--- config.mk ---
export PLATFORM = sky130hd
export DESIGN_NAME = sktab_cell
export DESIGN_NICKNAME = d
export VERILOG_FILES = /design/src/sv/sktab_pkg.sv /design/src/sv/sktab_cell.sv
export SDC_FILE = /design/constraint.sdc
export NUM_CORES = 1
export LEC_CHECK = 0
export BUFFER_PORTS_ARGS = -buffer_cell sky130_fd_sc_hd__buf_2
export CAP_MARGIN = 15
export CORE_AREA = 10 10 435 437
export DETAILED_ROUTE_END_ITERATION = 8
export DIE_AREA = 0 0 445 447
export GPL_TIMING_DRIVEN = 0
export SLEW_MARGIN = 20
export SYNTH_ARGS = -nofsm -noshare
export SYNTH_HDL_FRONTEND = slang
export SYNTH_SLANG_ARGS = --single-unit
--- constraint.sdc ---
create_clock -name clk_i -period 40.8 [get_ports clk_i]
set_clock_uncertainty 0.05 [all_clocks]
set_input_delay 2.04 -clock clk_i [delete_from_list [all_inputs] [get_ports clk_i]]
set_output_delay 2.04 -clock clk_i [all_outputs]
set_load 0.02 [all_outputs]
--- src/sv/sktab_pkg.sv ---
`timescale 1ns / 1ps
// Shared types and codes for the sorted keyed table.
// No dependencies; the cell and the top level import this package.
package sktab_pkg;

  typedef enum logic [1:0] {
    OP_INSERT = 2'd0,
    OP_DELETE = 2'd1,
    OP_DUMP   = 2'd2
  } op_e;

  typedef enum logic [1:0] {
    ST_OK        = 2'd0,
    ST_EMPTY     = 2'd1,
    ST_NOT_FOUND = 2'd2,
    ST_FULL      = 2'd3
  } status_e;

  // Broadcast command from the control to every cell
  typedef enum logic [2:0] {
    CMD_HOLD   = 3'd0,
    CMD_CMP    = 3'd1,
    CMD_INSERT = 3'd2,
    CMD_DELETE = 3'd3,
    CMD_ROTATE = 3'd4
  } cmd_e;

  typedef struct packed {
    logic signed [31:0] id;
    logic [63:0]        name_low;
    logic [63:0]        name_mid;
    logic [31:0]        name_high;
    logic signed [31:0] stock;
  } entry_t;

  typedef struct packed {
    cmd_e   cmd;
    logic   head_le;   // new id is at most the head id
    logic   del_last;  // remove the tail entry only
    entry_t ent;       // new entry; its id is the compare key
  } cell_cmd_t;

  typedef struct packed {
    logic ge_cmp;      // stored id >= key
    logic match;       // occupied and stored id == key
    logic last_match;  // match on the tail entry
  } cell_flags_t;

endpackage

--- src/sv/sktab_cell.sv ---
`timescale 1ns / 1ps
// One slot of the sorted table: holds an entry, compares it against the
// broadcast key and moves data to or from its neighbors. Uses sktab_pkg.
module sktab_cell import sktab_pkg::*; #(
  parameter int TABLE_DEPTH = 64,
  parameter int IDX         = 0
) (
  input  logic                               clk_i,
  input  cell_cmd_t                          cmd_i,
  input  logic [$clog2(TABLE_DEPTH+1)-1:0]   count_i,
  input  logic [$clog2(TABLE_DEPTH)-1:0]     last_idx_i,
  input  entry_t                             prev_ent_i,
  input  logic                               prev_ge_i,
  input  entry_t                             next_ent_i,
  input  entry_t                             head_ent_i,
  output entry_t                             ent_o,
  output logic                               ge_ins_o,
  output cell_flags_t                        flags_o
);

  localparam int IW = $clog2(TABLE_DEPTH);
  localparam int CW = $clog2(TABLE_DEPTH + 1);

  entry_t ent_q, ent_d;
  logic   gt_q, ge_q, eq_q;
  logic   occ, is_last;

  assign occ     = CW'(IDX) < count_i;
  assign is_last = IW'(IDX) == last_idx_i;

  // At or past the insert point: empty slot, insert at head, or larger id
  assign ge_ins_o = !occ || cmd_i.head_le || gt_q;

  always_comb begin
    ent_d = ent_q;
    unique case (cmd_i.cmd)
      CMD_HOLD, CMD_CMP: begin
      end
      CMD_INSERT: begin
        if (ge_ins_o) begin
          ent_d = prev_ge_i ? prev_ent_i : cmd_i.ent;
        end
      end
      CMD_DELETE: begin
        // close the gap from the first match upward
        if (!cmd_i.del_last && occ && ge_q) begin
          ent_d = next_ent_i;
        end
      end
      CMD_ROTATE: begin
        ent_d = is_last ? head_ent_i : next_ent_i;
      end
      default: begin
      end
    endcase
  end

  always_ff @(posedge clk_i) begin
    ent_q <= ent_d;
    if (cmd_i.cmd == CMD_CMP) begin
      gt_q <= $signed(ent_q.id) >  $signed(cmd_i.ent.id);
      ge_q <= $signed(ent_q.id) >= $signed(cmd_i.ent.id);
      eq_q <= ent_q.id == cmd_i.ent.id;
    end
  end

  assign ent_o              = ent_q;
  assign flags_o.ge_cmp     = ge_q;
  assign flags_o.match      = eq_q && occ;
  assign flags_o.last_match = eq_q && occ && is_last;

endmodule

==> run metrics, run 1 <==
share of the synthesized area in the top cell type=50.2%; HP Class=reg -> reg; RSZ-0062 raised after global routing=false; critical path endpoint=flags_o[0]; share of layout cells above drive strength 1=between 50% and 60%; CP startpoint=count_i[4]; most common cell after layout, fill and taps aside=buf_2; Reg2Reg Depth=6; asr flop ratio synth=0%; Initial Utilization=7.54%; delay-heaviest family, CP=simple AND/OR/NAND/NOR gates; total design power=805 uW; worst-margin pin slew=slightly below 0.9 ns; multi-input combinational cell area=6200 um^2; main area contributors after synthesis=edfxtp_1 50%, a221o_1 17%, mux2i_1 17%; r2r setup slk=37.45 ns; Synth area leader=edfxtp_1; Synth Flop Type=edfxtp_1; CP required=38.71 ns; routed via count=17,534; die width=445 um; aggregate routed wire length=between 150,000 and 200,000 um; DRC Markers=0; Period minus WS final=around 5.3 ns; outcome=complete, no violations; DP Wirelength=164,000 um; cell count after synthesis=1,134; Inserted Clock Buffers=36; Die Ht=447 um; VDD IR max=0.0239 mV; Post-synth EDFFs=227; Seq/Total Area, Yosys=50.2%; Reg clk slew, reported paths=0.05 ns; final setup violation count=0; CP endpoint kind=primary output; WL per Instance=about 37 um; vias in the first global route=16,645; PostCTS Resize Cnt=0; first-pass GRT wire length=213,000 um; setup TNS=0 ns; GRT overflow=0; Worst Path Arrival=3.21 ns; hold_ws=0.959 ns; Buffers on Ports=1,142; Max-slew headroom=41.7%; reg-to-reg startpoint=ent_o[223]; Final Worst Setup Slack=35.50 ns; Syn Nets=2,082; worst setup path class=in -> out; Hold Vio Cnt, Final=0; fin nets=3,279; antenna viol nets, final=0; DR pass1 iterations=5; Syn Area/Cell=12.0 um^2; Setup Buffers After CTS=0; gpl congestion=0.967; FF-to-FF End=gt_q; PwrDens=33.4 nW/um^2; P_leak=0.0109 uW; commonest non-fill, non-tap cells in the layout=1,201 x buf_2, 227 x nor2_1, 227 x edfxtp_1, 225 x mux2i_1, 225 x a221o_1; Synth Cell Area=13,600 um^2; Final period util=13.0%; Ys Warns=0; pin count of the biggest net entering global routing=24; register area=6820 um^2; CTS Hold Bufs=0; die area=~200,000 um^2; pins over their slew limit=0; CP max stage cell=nor4_1; Worst path depth=6; FP Rows=156; CP startpoint kind=input port; final core occ=13.4%; Worst path max stage delay=0.36 ns; CTS Buffer Depth=3; number of placed I/O pins=around 1,100; TritonCTS clock tree=yes; Max FO, Critical Path=4; Netlist cell types=43; htree depth=2; Clock Latency Late Sink=0.61 ns; FF+latch count, synth=~230; dpl ws=35.45 ns; initial antenna violation count=268; Root Buffer=clkbuf_16; Layout fillers=20,664; number of clock sinks=227; crit path cell chain=buf_2, nor4_1, nand2_1, and2_1, and2_1, buf_2; GRT Overall Usage=roughly 17%; DRT iter0 DRCs=approximately 2,100; MaxCap Viol Count=0; Avg Vias per Cell=around 3.6; number of buffer and inverter stages on the critical path=2; Area growth, synth to finish=77.5%; CORE AREA=180,000 um^2; Fmax=189 MHz
-- how the worst min path moves through the flow --
stage | endpoint | startpoint | cells after the start
global route | eq_q | ent_o[193] | 3
detailed placement | eq_q | ent_o[193] | 3
global placement | eq_q | ent_o[193] | 3
finish | eq_q | ent_o[193] | 3
floorplan | ge_q | ent_o[223] | 3
CTS | eq_q | ent_o[193] | 3
-- where the power goes --
part           leakage (uW)  internal (uW)  switching (uW)
combinational       0.00821           83.7             127
clock              0.000527            169             141
sequential          0.00213            279            6.35
-- cell type report --
type	count	area share [%]
Inverter	36	0.561
Multi-Input combinational cell	773	25.7
Clock inverter	19	0.685
Tap cell	2370	12.3
Timing Repair Buffer	1159	25.5
Clock buffer	41	3.81
Buffer	98	1.90
Antenna cell	122	1.27
Sequential cell	227	28.3
-- tightest hold or removal path: cells and delay by family (launching register included) --
kind	cells	cell delay, ns
flops	1	0.36
fa+ha+maj	1	0.14
simple gates	2	0.40
-- kinds of logic after synthesis --
kind of cell    share of synthesized area, %
flops                                   50.2
buf+inv                                 4.32
fa+ha+maj                               2.95
compound gates                          18.0
mux                                     16.7
simple gates                            7.91
-- cell usage after synthesis (2+ instances only) --
cell / instances
nor4_1: 2
inv_1: 35
nand4_1: 4
buf_2: 58
mux2i_1: 225
and2_1: 2
a21o_1: 5
nor3_1: 3
nand3_1: 4
nand2_1: 8
and4_1: 2
nor2_1: 227
clkbuf_1: 36
buf_4: 3
a221o_1: 225
ha_1: 32
edfxtp_1: 227
o21ai_0: 2
a21oi_1: 10
-- stage by stage --
step,std cells,area (um^2)
floorplan,1134,13600
global placement,4646,22300
detailed placement,4663,22700
CTS,4723,23800
global route,4790,24000
finish,4845,24100
-- metal layers --
metal,vias up,share of wire (%),GRT usage (%)
li1,7105,-,-
met1,8415,34,17.8
met2,1464,50,30.6
met3,448,11,6.52
met4,102,4.8,6.16
met5,-,0.38,0
-- state kept, by name, summed over array words and instances (netlist names) --
signal and flops:
ge_q 1, ent_o 224, gt_q 1, eq_q 1
(Power assumes the default switching activity.)
==> run 2: changes to the inputs <==
--- a/config.mk
+++ b/config.mk
@@ -7,9 +7,9 @@
 export LEC_CHECK = 0
 export BUFFER_PORTS_ARGS = -buffer_cell sky130_fd_sc_hd__buf_2
 export CAP_MARGIN = 15
-export CORE_AREA = 10 10 435 437
+export CORE_AREA = 10 10 443 445
 export DETAILED_ROUTE_END_ITERATION = 8
-export DIE_AREA = 0 0 445 447
+export DIE_AREA = 0 0 453 455
 export GPL_TIMING_DRIVEN = 0
 export SLEW_MARGIN = 20
 export SYNTH_ARGS = -nofsm -noshare
==> constraint.sdc (replaced) <==
create_clock -name clk_i -period 4.7 [get_ports clk_i]
set_clock_uncertainty 0.05 [all_clocks]
set_input_delay 0.235 -clock clk_i [delete_from_list [all_inputs] [get_ports clk_i]]
set_output_delay 0.235 -clock clk_i [all_outputs]
set_load 0.02 [all_outputs]
==> run metrics, run 2 (same netlist as run 1, synthesis figures left out) <==
VDD IR max=0.238 mV; pin count of the biggest net entering global routing=23; most common cell after layout, fill and taps aside=buf_2; GRT Overall Usage=16.9%; hold_ws=between 0.04 and 0.05 ns; TritonCTS clock tree=yes; commonest non-fill, non-tap cells in the layout=1,200 x buf_2, 392 x dlygate4sd3_1, 227 x nor2_1, 227 x edfxtp_1; GRT overflow=0; pins over their slew limit=0; Avg Vias per Cell=3.59; Die Ht=455 um; gpl congestion=1.01; worst setup path class=in -> reg; fin nets=3,672; routed via count=around 19,000; aggregate routed wire length=~190,000 um; r2r setup slk=1.54 ns; CP endpoint kind=flop; MaxCap Viol Count=0; Initial Utilization=just over 7%; vias in the first global route=18,527; Max FO, Critical Path=10; antenna viol nets, final=0; Inserted Clock Buffers=39; Final period util=71.8%; Max-slew headroom=35.4%; CORE AREA=~190,000 um^2; Reg2Reg Depth=7; die width=between 400 and 500 um; DRC Markers=0; final setup violation count=0; share of layout cells above drive strength 1=47.0%; DP Area=22,900 um^2; outcome=complete, no violations; Worst Path Arrival=3.68 ns; Clock Latency Late Sink=0.62 ns; Root Buffer=clkbuf_16; final core occ=15.1%; initial antenna violation count=276; die area=206,000 um^2; Hold EP=ent_o[181]; Buffers on Ports=1,142; Area growth, synth to finish=108%; PwrDens=280 nW/um^2; CTS Buffer Depth=3; final instance area=roughly 28,000 um^2; number of placed I/O pins=about 1,100; min-delay src=next_ent_i[181]; Fmax=296 MHz; DR pass1 iterations=6; DRT iter0 DRCs=2,253; FF-to-FF End=gt_q; worst-margin pin slew=0.969 ns; Hold Vio Cnt, Final=0; Hold Crit Depth=2; CP startpoint kind=input port; htree depth=2; RSZ-0062 raised after global routing=false; DP Wirelength=167,000 um; Period minus WS final=about 3.4 ns; P_leak=0.0126 uW; first-pass GRT wire length=222,000 um; HP Class=in -> reg; FP Rows=159; WL per Instance=34.9 um; number of clock sinks=227; Setup Buffers After CTS=0; CP required=5.01 ns; reg-to-reg startpoint=ent_o[206]; Largest register FFs=between 200 and 250; total design power=7940 uW; Reg clk slew, reported paths=0.07 ns
run 2: worst max-delay path by stage:
stage | from | endpoint | slack (ns) | depth (start not counted)
final | cmd_i[228] | ent_o[199] | 1.33 | 9
after global routing | cmd_i[228] | ent_o[199] | 1.25 | 9
after CTS | cmd_i[228] | ent_o[199] | 1.34 | 9
after detailed placement | last_idx_i[2] | ent_o[55] | 1.27 | 7
after global placement | count_i[4] | ent_o[99] | -3.51 | 6
after floorplan | count_i[4] | ent_o[0] | -0.23 | 5
run 2: metal layers:
layer,vias to the layer above,wire (um),part of all wire [%],GRT usage [%]
met5,-,462,0.25,0
met4,66,9870,5.3,6.84
met1,9107,64000,34,17.9
met2,1612,93900,50,30.7
met3,504,17800,9.6,5.91
li1,7846,-,-,-
run 2: final cells by class:
type	count	area, um^2
Timing Repair Buffer	1549	10000
Fill cell	21180	159000
Buffer	98	454
Clock inverter	29	340
Sequential cell	227	6820
Multi-Input combinational cell	773	6220
Clock buffer	40	980
Tap cell	2495	3120
Inverter	36	135
Antenna cell	84	210
run 2: worst max-delay path: stages:
cell and delay, ns:
dlygate4sd3_1 0.54, buf_2 0.14, nand3b_1 0.20, nand2_2 0.32
buf_4 0.39, clkbuf_1 0.64, nor2_1 0.28, a221o_1 0.31
dlygate4sd3_1 0.56
run 2: power breakdown:
part           internal, uW  switching, uW
combinational          1060           1210
clock                  1860           1340
sequential             2420           54.9
run 2: timing repair:
action | in CTS | in global routing
hold endpoints to repair | 202 | 0
gates resized for setup | 0 | 0
hold buffers | 392 | 0
run 2: per-stage QoR:
step | TNS (ns) | instances | worst slack [ns]
2_1_floorplan | -51.09 | 1134 | -0.228
3_3_place_gp | -761.28 | 4771 | -3.51
3_5_place_dp | 0 | 4786 | 1.27
4_1_cts | 0 | 5247 | 1.34
5_1_grt | 0 | 5288 | 1.25
6_report | 0 | 5331 | 1.33
==> run 3: changes to the inputs <==
==> constraint.sdc (replaced) <==
create_clock -name clk_i -period 3.1 [get_ports clk_i]
set_clock_uncertainty 0.05 [all_clocks]
set_input_delay 0.155 -clock clk_i [delete_from_list [all_inputs] [get_ports clk_i]]
set_output_delay 0.155 -clock clk_i [all_outputs]
set_load 0.02 [all_outputs]
==> run metrics, run 3 (same netlist as run 1, synthesis figures left out) <==
CORE AREA=187,000 um^2; CP startpoint=last_idx_i[3]; FF-to-FF End=gt_q; die area=206,000 um^2; failing checks=antenna rules; internal power=8140 uW; aggregate routed wire length=187,000 um; Fmax=323 MHz; pin count of the biggest net entering global routing=23; CP endpoint kind=flop; Root Buffer=clkbuf_16; fin nets=about 3,700; DRC Markers=0; Reg2Reg Depth=7; Switch Pwr=~4000 uW; GRT overflow=0; Clk pwr share=39.9%; HP Class=in -> reg; final setup violation count=0; Buffers on Ports=approximately 1,100; initial antenna violation count=274; antenna viol nets, final=1; setup TNS=0 ns; MaxCap Viol Count=0; PwrDens=419 nW/um^2; most common cell after layout, fill and taps aside=buf_2; worst-margin pin slew=0.941 ns; Die Ht=455 um; Clock Latency Late Sink=0.62 ns; Sequential Power Share=between 30% and 40%; DRT iter0 DRCs=about 2,100; number of clock sinks=227; TritonCTS clock tree=yes; htree depth=2; gpl congestion=1.01; outcome=finished with violations; Avg Vias per Cell=about 3.6; FP Rows=between 150 and 200; Area growth, synth to finish=113%; DR pass1 iterations=6; Hold Vio Cnt, Final=0; GRT Overall Usage=17.0%; Largest register FFs=224; critical path endpoint=ent_o[72]; number of placed I/O pins=1,144; vias in the first global route=roughly 19,000; Initial Utilization=7.25%; worst setup path class=in -> reg; CP startpoint kind=input port; hold_ws=0.0503 ns; combinational power share=approximately 29%; P_leak=0.0128 uW; final core occ=15.4%; Max FO, Critical Path=10; r2r setup slk=0.15 ns; first-pass GRT wire length=around 220,000 um; Final Worst Setup Slack=0.00723 ns; WL per Instance=34.7 um; CP required=3.50 ns; CTS Buffer Depth=3; DP Wirelength=167,000 um; Reg clk slew, reported paths=about 0.060 ns; die width=453 um; Final period util=99.8%; routed via count=19,350; Inserted Clock Buffers=39; dpl ws=-0.249 ns; commonest non-fill, non-tap cells in the layout=1,200 x buf_2, 445 x dlygate4sd3_1, 227 x nor2_1, 227 x edfxtp_1; reg-to-reg startpoint=ent_o[206]; Switching Fraction=32.7%; share of layout cells above drive strength 1=between 40% and 50%; VDD IR max=roughly 0.36 mV; pins over their slew limit=0; Period minus WS final=~3.1 ns; Worst Path Arrival=about 3.5 ns; RSZ-0062 raised after global routing=false; Max-slew headroom=37.3%
## run 3: cell count changes in the layout (fill, tap and decap cells not counted), sizes merged
cell / previous run / this run
dlygate4sd3: 392 / 445
diode: 84 / 91
## run 3: repair_timing
action | CTS | global route
cloned | 0 | 0
hold buffers | 445 | 0
buffers inserted | 0 | 0
setup endpoints to repair | 2 | 20
resized for setup | 3 | 2
endpoints found under the hold margin | 224 | 0
## run 3: layout make-up
cell class	instances	area (um^2)
sequential	227	6820
clock buffer	40	980
timing repair buffer	1602	10600
inverter	36	135
multi-input combinational	773	6240
clock inverter	29	340
antenna	91	228
tap	2495	3120
buffer	98	454
fill	21118	158000
## run 3: worst min path at each step
stage | start | endpoint | slack (ns) | cells past startpoint
5_1_grt | head_ent_i[62] | ent_o[62] | 0.04 | 2
2_1_floorplan | next_ent_i[0] | ent_o[0] | 0.32 | 1
3_5_place_dp | next_ent_i[159] | ent_o[159] | 0.41 | 2
3_3_place_gp | next_ent_i[31] | ent_o[31] | 0.40 | 2
6_report | next_ent_i[215] | ent_o[215] | 0.05 | 2
4_1_cts | next_ent_i[21] | ent_o[21] | 0.002 | 2
## run 3: per-stage QoR
| stage | total power [uW] | instances | cell area, um^2 |
|---|---|---|---|
| final | 12100 | 5391 | 28900 |
| after global routing | 12600 | 5342 | 28800 |
| after CTS | 12300 | 5300 | 28600 |
| after floorplan | 4930 | 1134 | 13600 |
| after global placement | 6560 | 4771 | 22500 |
| after detailed placement | 6620 | 4786 | 22900 |
## run 3: power groups by stage
| stage | logic, uW | clock network [uW] | registers (uW) |
|---|---|---|---|
| 2_1_floorplan | 883 | 0 | 4050 |
| 3_3_place_gp | 2700 | 0 | 3860 |
| 3_5_place_dp | 2800 | 0 | 3820 |
| 4_1_cts | 3510 | 5040 | 3750 |
| 5_1_grt | 3700 | 5110 | 3770 |
| 6_report | 3510 | 4830 | 3750 |
## run 3: routing by layer
layer | vias to the layer above | track usage [%] | share of wire, % | wire, um
met1 | 9299 | 17.8 | 34 | 64400
met5 | - | 0 | 0.26 | 484
met3 | 500 | 6.19 | 9.5 | 17700
li1 | 7966 | - | - | -
met2 | 1513 | 30.9 | 51 | 94800
met4 | 72 | 6.68 | 5.0 | 9420
## run 3: critical path, cell delays in order
cell           delay, ns
buf_2               0.11
nor4_1              0.45
nand2_1             0.40
nor2_4              0.46
buf_2               0.58
buf_2               0.32
a221o_1             0.27
dlygate4sd3_1       0.68
